File: config.mk
export PLATFORM = sky130hd
export DESIGN_NAME = armfk_camera
export DESIGN_NICKNAME = d
export VERILOG_FILES = /design/src/rtl/armfk_pkg.sv /design/src/rtl/armfk_camera.sv
export VERILOG_INCLUDE_DIRS = /design/src /design/src/rtl
export SDC_FILE = /design/constraint.sdc
export NUM_CORES = 2
export LEC_CHECK = 0
export BUFFER_PORTS_ARGS = -buffer_cell sky130_fd_sc_hd__buf_2
export CORE_MARGIN = 4
export CORE_UTILIZATION = 56
export CTS_CLUSTER_SIZE = 28
export DETAILED_ROUTE_END_ITERATION = 7
export HOLD_SLACK_MARGIN = 0.03
export PLACE_DENSITY = 0.73
export SETUP_SLACK_MARGIN = 0.02
export SYNTH_ARGS = -nofsm -noshare
export SYNTH_HDL_FRONTEND = slang
export SYNTH_SLANG_ARGS = --single-unit
File: constraint.sdc
create_clock -name clk -period 9 [get_ports clk]
set_clock_uncertainty 0.1 [all_clocks]
set_input_delay 1.8 -clock clk [delete_from_list [all_inputs] [get_ports clk]]
set_output_delay 1.8 -clock clk [all_outputs]
set_load 0.02 [all_outputs]
File: src/rtl/arm_forward_kinematics_7dof_top_macros.svh
// Assertion macros shared by the forward kinematics RTL.
`ifndef ARM_FORWARD_KINEMATICS_7DOF_TOP_MACROS_SVH
`define ARM_FORWARD_KINEMATICS_7DOF_TOP_MACROS_SVH
`ifndef SYNTHESIS
`define ARMFK_ASSERT(label, clk, rst, ante, cons, msg) \
  label: assert property (@(posedge clk) disable iff (rst) (ante) |-> (cons)) else $error(msg);
`define ARMFK_ASSERT_NEXT(label, clk, rst, ante, cons, msg) \
  label: assert property (@(posedge clk) disable iff (rst) (ante) |=> (cons)) else $error(msg);
`else
`define ARMFK_ASSERT(label, clk, rst, ante, cons, msg)
`define ARMFK_ASSERT_NEXT(label, clk, rst, ante, cons, msg)
`endif
`endif

File: src/rtl/armfk_pkg.sv
// Types, constants and rounding helpers of the forward kinematics pipeline.
package armfk_pkg;

  localparam int NUM_JOINTS = 7;
  localparam int FRAC_BITS  = 16;
  localparam int ANG_BITS   = 28;
  localparam int DIV_SHIFT  = 33;
  localparam int LINK_IDX_W = $clog2(NUM_JOINTS);

  localparam int COS_TERMS = 6;
  localparam int SIN_TERMS = 5;
  localparam int STEP_LAT  = 4;
  localparam int X_DLY     = 2 + STEP_LAT * SIN_TERMS;
  localparam int FLIP_DLY  = 2 + STEP_LAT * COS_TERMS;
  localparam int SIN_PAD   = STEP_LAT * (COS_TERMS - SIN_TERMS) - 2;
  localparam int X2_DLY    = STEP_LAT * (COS_TERMS - 1);
  localparam int TRIG_LAT  = 5 + STEP_LAT * COS_TERMS;
  localparam int LINK_LAT  = 2;

  typedef logic signed [15:0] angle_t;
  typedef logic signed [31:0] ang_t;
  typedef logic signed [17:0] trig_t;
  typedef logic signed [19:0] rot_t;
  typedef logic signed [23:0] pos_t;
  typedef logic signed [17:0] out_t;
  typedef logic signed [16:0] dist_t;
  typedef logic signed [39:0] prod_t;

  typedef rot_t rot_mat_t [3][3];
  typedef pos_t pos_vec_t [3];
  typedef out_t out_vec_t [3];
  typedef out_t out_mat_t [3][3];

  localparam ang_t ANG_ONE     = 32'sd268435456;
  localparam ang_t ANG_PI      = 32'sd843314857;
  localparam ang_t ANG_HALF_PI = 32'sd421657428;
  localparam ang_t ANG_TWO_PI  = 32'sd1686629713;

  localparam logic [7:0] COS_DIV [COS_TERMS] = '{8'd132, 8'd90, 8'd56, 8'd30, 8'd12, 8'd2};
  localparam logic [7:0] SIN_DIV [SIN_TERMS] = '{8'd110, 8'd72, 8'd42, 8'd20, 8'd6};
  localparam logic [32:0] COS_RECIP [COS_TERMS] = '{
    33'((64'd1 << DIV_SHIFT) / 132), 33'((64'd1 << DIV_SHIFT) / 90),
    33'((64'd1 << DIV_SHIFT) / 56),  33'((64'd1 << DIV_SHIFT) / 30),
    33'((64'd1 << DIV_SHIFT) / 12),  33'((64'd1 << DIV_SHIFT) / 2)};
  localparam logic [32:0] SIN_RECIP [SIN_TERMS] = '{
    33'((64'd1 << DIV_SHIFT) / 110), 33'((64'd1 << DIV_SHIFT) / 72),
    33'((64'd1 << DIV_SHIFT) / 42),  33'((64'd1 << DIV_SHIFT) / 20),
    33'((64'd1 << DIV_SHIFT) / 6)};

  // cos(pi/4) taken from Q.30 to Q.16 with rounding
  localparam rot_t C45 = rot_t'((64'd759250125 + 64'd8192) >> 14);
  localparam rot_t ROT_UNIT = rot_t'(1 << FRAC_BITS);

  // link offsets d in Q.16 metres (rounded from micrometres)
  localparam dist_t LINK_DQ [NUM_JOINTS] = '{
    17'sd18665, -17'sd773, 17'sd27578, -17'sd839, 17'sd20598, 17'sd0, 17'sd10971};
  // twist sin(alpha) = -1 on these links, +1 on the others but the last
  localparam logic [NUM_JOINTS-1:0] LINK_TW_NEG = 7'b0010101;
  // last link: alpha = 0
  localparam logic [NUM_JOINTS-1:0] LINK_LAST   = 7'b1000000;

  localparam logic [15:0] OFFSET_RESET = 16'd3604;

  localparam logic signed [63:0] POS_MAX = (64'sd2 <<< FRAC_BITS) - 64'sd1;
  localparam logic signed [63:0] POS_MIN = -(64'sd2 <<< FRAC_BITS);
  localparam logic signed [63:0] ROT_MAX = 64'sd1 <<< FRAC_BITS;
  localparam logic signed [63:0] ROT_MIN = -(64'sd1 <<< FRAC_BITS);

  // shift right with rounding half away from zero
  function automatic logic signed [63:0] round_shift(input logic signed [63:0] v,
                                                     input int s);
    logic [63:0] mag;
    mag = v[63] ? 64'(-v) : 64'(v);
    mag = (mag + (64'd1 << (s - 1))) >> s;
    return v[63] ? -$signed(mag) : $signed(mag);
  endfunction

  function automatic logic signed [63:0] clamp(input logic signed [63:0] v,
                                               input logic signed [63:0] lo,
                                               input logic signed [63:0] hi);
    return (v < lo) ? lo : ((v > hi) ? hi : v);
  endfunction

endpackage

File: src/rtl/armfk_camera.sv
// Camera mount: offset along end-effector y, flip of x and y axes, saturation.
`include "arm_forward_kinematics_7dof_top_macros.svh"
module armfk_camera (
  input  logic                clk,
  input  logic                rst,
  input  logic                en,
  input  logic [15:0]         off,
  input  logic                valid_in,
  input  armfk_pkg::rot_mat_t r_in,
  input  armfk_pkg::pos_vec_t p_in,
  output logic                valid_out,
  output armfk_pkg::out_vec_t cam_pos,
  output armfk_pkg::out_mat_t rot
);
  import armfk_pkg::*;

  logic               v1;
  prod_t              pr [3];
  pos_t               p1 [3];
  rot_mat_t           rk1;
  logic signed [63:0] psum [3];
  logic signed [63:0] rv [3][3];

  always_comb begin
    for (int r = 0; r < 3; r++) begin
      psum[r] = 64'(p1[r]) + round_shift(64'(pr[r]), FRAC_BITS);
      for (int k = 0; k < 3; k++) begin
        rv[r][k] = (k < 2) ? -64'(rk1[r][k]) : 64'(rk1[r][k]);
      end
    end
  end

  always_ff @(posedge clk) begin
    if (rst) begin
      v1        <= 1'b0;
      valid_out <= 1'b0;
    end else if (en) begin
      v1        <= valid_in;
      valid_out <= v1;
    end
  end

  always_ff @(posedge clk) begin
    if (en) begin
      for (int r = 0; r < 3; r++) begin
        pr[r] <= 40'(r_in[r][1]) * 40'($signed({1'b0, off}));
        p1[r] <= p_in[r];
      end
      rk1 <= r_in;
      for (int r = 0; r < 3; r++) begin
        cam_pos[r] <= out_t'(clamp(psum[r], POS_MIN, POS_MAX));
        for (int k = 0; k < 3; k++) begin
          rot[r][k] <= out_t'(clamp(rv[r][k], ROT_MIN, ROT_MAX));
        end
      end
    end
  end

  `ARMFK_ASSERT(a_rot_range, clk, rst, valid_out, 64'(rot[2][2]) <= ROT_MAX && 64'(rot[2][2]) >= ROT_MIN && 64'(rot[0][0]) <= ROT_MAX && 64'(rot[0][0]) >= ROT_MIN, "rotation entry out of range")

endmodule

==> out/results.tsv <==
metric	value	unit
status	completed	
fp.dieW	383	um
drt_iter0_drc	4943	
ys_ff_latch	581	
antenna_left	0	
antenna_found_initial	23	
syn_avg_cell_area	9.20	um^2
yosysTopAreaCell	fa_1	
drive_gt1_share	11.7	%
cpMostUsedCell	a21oi_2	
io_buffer_count	488	
hold_violations	0	
drc	0	
synth_fp_nets	10400	
synth_cell_types	102	
die_y	383	um
startpoint_type	flop	
fin_crit_sh	95.8	%
layout_common_cells	1211 x inv_1, 966 x fa_1, 911 x nand2_1	
coreArea	140000	um^2
netlist_instances	8581	
overflow	0	
cts_tree	done	
yosys.area.top_type_share	24.5	%
maxCapViolations	0	
row_count	137	
synthAdderAreaFrac	33.6	%
fillers	11800	
worst_slew_pin_slew	1.17	ns
place_congestion	0.959	
period_needed	8.62	ns
rsz0062_at_grt	true	
synth_top_family_by_area	adder cells	
reg2reg_from	pr[0][45]$_DFFE_PP_	
fin_nets	10900	
hp-class	flop to flop	
setup_violations	0	
synthSimpleGateAreaFrac	19.1	%
htree_num_levels	3	
clock_sinks	581	
cp-startpoint	pr[0][45]$_DFFE_PP_	
worstSetupPathType	flop to flop	
maxSlewViolCount	0	
synthMuxAreaShare	0.598	%
syn_to_final_growth	11.2	%
reg2reg_slack	0.38	ns
tns	0	ns
multi_input_area	55900	um^2
hpwlAfterDp	171000	um
die_area	147000	um^2
grtUsageTotal	29.0	%
grt_max_degree	154	
fmax	116	MHz
arrival	8.97	ns
critPathMaxStageDelay	0.54	ns
crit_path_top_delay_cell	or4_1	
start_util	56.5	%
end_kind	flop	
numCtsBuffers	70	
ff2ff_path_depth	37	
synth_area	78900	um^2
grt_pass1_wl	343000	um
root_buffer	clkbuf_16	
ys_warn_count	0	
drt_pass1_iterations	6	
max-clock-path-buffers	3	
wl_per_cell	19.5	um
ys.flop_type	edfxtp_1	
holdBufCountCts	0	
cp_max_fo	5	
via_count	63900	
layout_commonest_cell	inv_1	
async_flop_share	0	%
grt_pass1_vias	64500	
clock_latency	0.71	ns
synth-xor-area-share	5.21	%
required	9.34	ns
ys_seq_area_share	22.1	%
via_per_inst	5.81	
critical_path.endpoint	cam_pos[28]$_SDFFCE_PP0P_	
num_io_pins	489	
detailedPlace.worstSlack	-0.0905	ns
r2r_end	cam_pos[28]$_SDFFCE_PP0P_	
wl	214000	um
slew_headroom	22.2	%
clk_pin_slew_worst_paths	0.06	ns
synth_compound_area_share	11.8	%
synthTopCellsByArea	fa_1 25%, edfxtp_1 22%, ha_1 9.0%, inv_1 5.8%, nand2_1 4.3%	
register_area	17400	um^2
worst_slack	0.378	ns
synth-edff-count	579	
-- routing by layer --
layer  vias up  GRT usage [%]  wire (um)
li1      29900              -          -
met1     31500           39.9      92000
met2      2229           47.1      98800
met3       351           5.43      17400
met4        12           8.29       6080
met5         -              0         80
-- cell usage after synthesis, drive strengths merged (22+ instances only) --
cell type  count
edfxtp       579
a21o         150
nand2        912
o22ai         22
nor4         115
ha           570
a21oi        378
or3           76
nor4b         22
xor2         167
xnor2        296
a211oi        48
clkbuf       363
o31ai         34
nand4        131
or4           35
a31oi         52
nand4b        25
fa           966
nand2b        98
or2           31
o21a          71
nor2b         66
and3          48
and2         546
mux2i         28
nor3         182
o21ai        261
o21bai        40
nor2         453
o211ai        39
inv         1212
o31a          80
nand3        121
buf           24
-- worst min path at each step --
| stage | from | to | cells past startpoint |
|---|---|---|---|
| detailed placement | valid_out$_SDFFE_PP0P_ | valid_out$_SDFFE_PP0P_ | 2 |
| finish | valid_out$_SDFFE_PP0P_ | valid_out$_SDFFE_PP0P_ | 2 |
| global route | valid_out$_SDFFE_PP0P_ | valid_out$_SDFFE_PP0P_ | 2 |
| floorplan | v1$_SDFFE_PP0P_ | v1$_SDFFE_PP0P_ | 2 |
| global placement | valid_out$_SDFFE_PP0P_ | valid_out$_SDFFE_PP0P_ | 2 |
| CTS | valid_out$_SDFFE_PP0P_ | valid_out$_SDFFE_PP0P_ | 2 |
-- sequential cells by signal, indices dropped and copies added, names as in the netlist --
signal / count
valid_out: 1
v1: 1
rk1: 180
p1: 72
cam_pos: 54
rot: 162
pr: 111
-- critical path, delay by kind of cell, from the launching register on --
family                     cells  cell delay, ns
AOI/OAI and AO/OA             13            2.46
buffers and inverters          4            0.63
and+or+nand+nor               15            3.76
xor gates and xnor gates       3            0.42
adders and majority gates      2            0.53
DFF                            1            0.43
-- cell type report --
type | count | area share (%)
multi-input combinational | 6400 | 63.7
sequential | 581 | 19.9
timing repair buffer | 796 | 5.70
inverter | 1213 | 5.19
tap | 1876 | 2.67
clock buffer | 79 | 2.08
clock inverter | 48 | 0.687
antenna | 21 | 0.0599
-- cells by family (layout without fill, tap and decap cells) --
group	count (synthesis)	in the layout
xor+xnor	465	465
fa+ha+maj	1538	1538
other cells	0	21
mux	45	45
simple gates	2950	2950
compound gates	1402	1402
buf+inv	1600	2136
flops	581	581
-- timing repair --
action | 4_1_cts | 5_1_grt
pin swaps | 1 | 46
endpoints found under the setup margin | 34 | 52
resized for setup | 3 | 113
cloned | 0 | 3
setup buffers | 1 | 17
-- metrics by stage --
| step | instances | utilization [%] | instance area [um^2] | hold slack (ns) |
|---|---|---|---|---|
| 6_report | 11000 | 62.8 | 87800 | 0.391 |
| 5_1_grt | 11000 | 62.8 | 87700 | 0.437 |
| 4_1_cts | 11000 | 62.3 | 87100 | 0.403 |
| 3_5_place_dp | 10800 | 60.6 | 84600 | 0.388 |
| 3_3_place_gp | 10800 | 60.6 | 84600 | 0.368 |
| 2_1_floorplan | 8581 | - | 78900 | 0.360 |
Power is left out: the tool's default activity adds up to more than one toggle a clock period on the data nets, which glitch-free logic cannot reach.
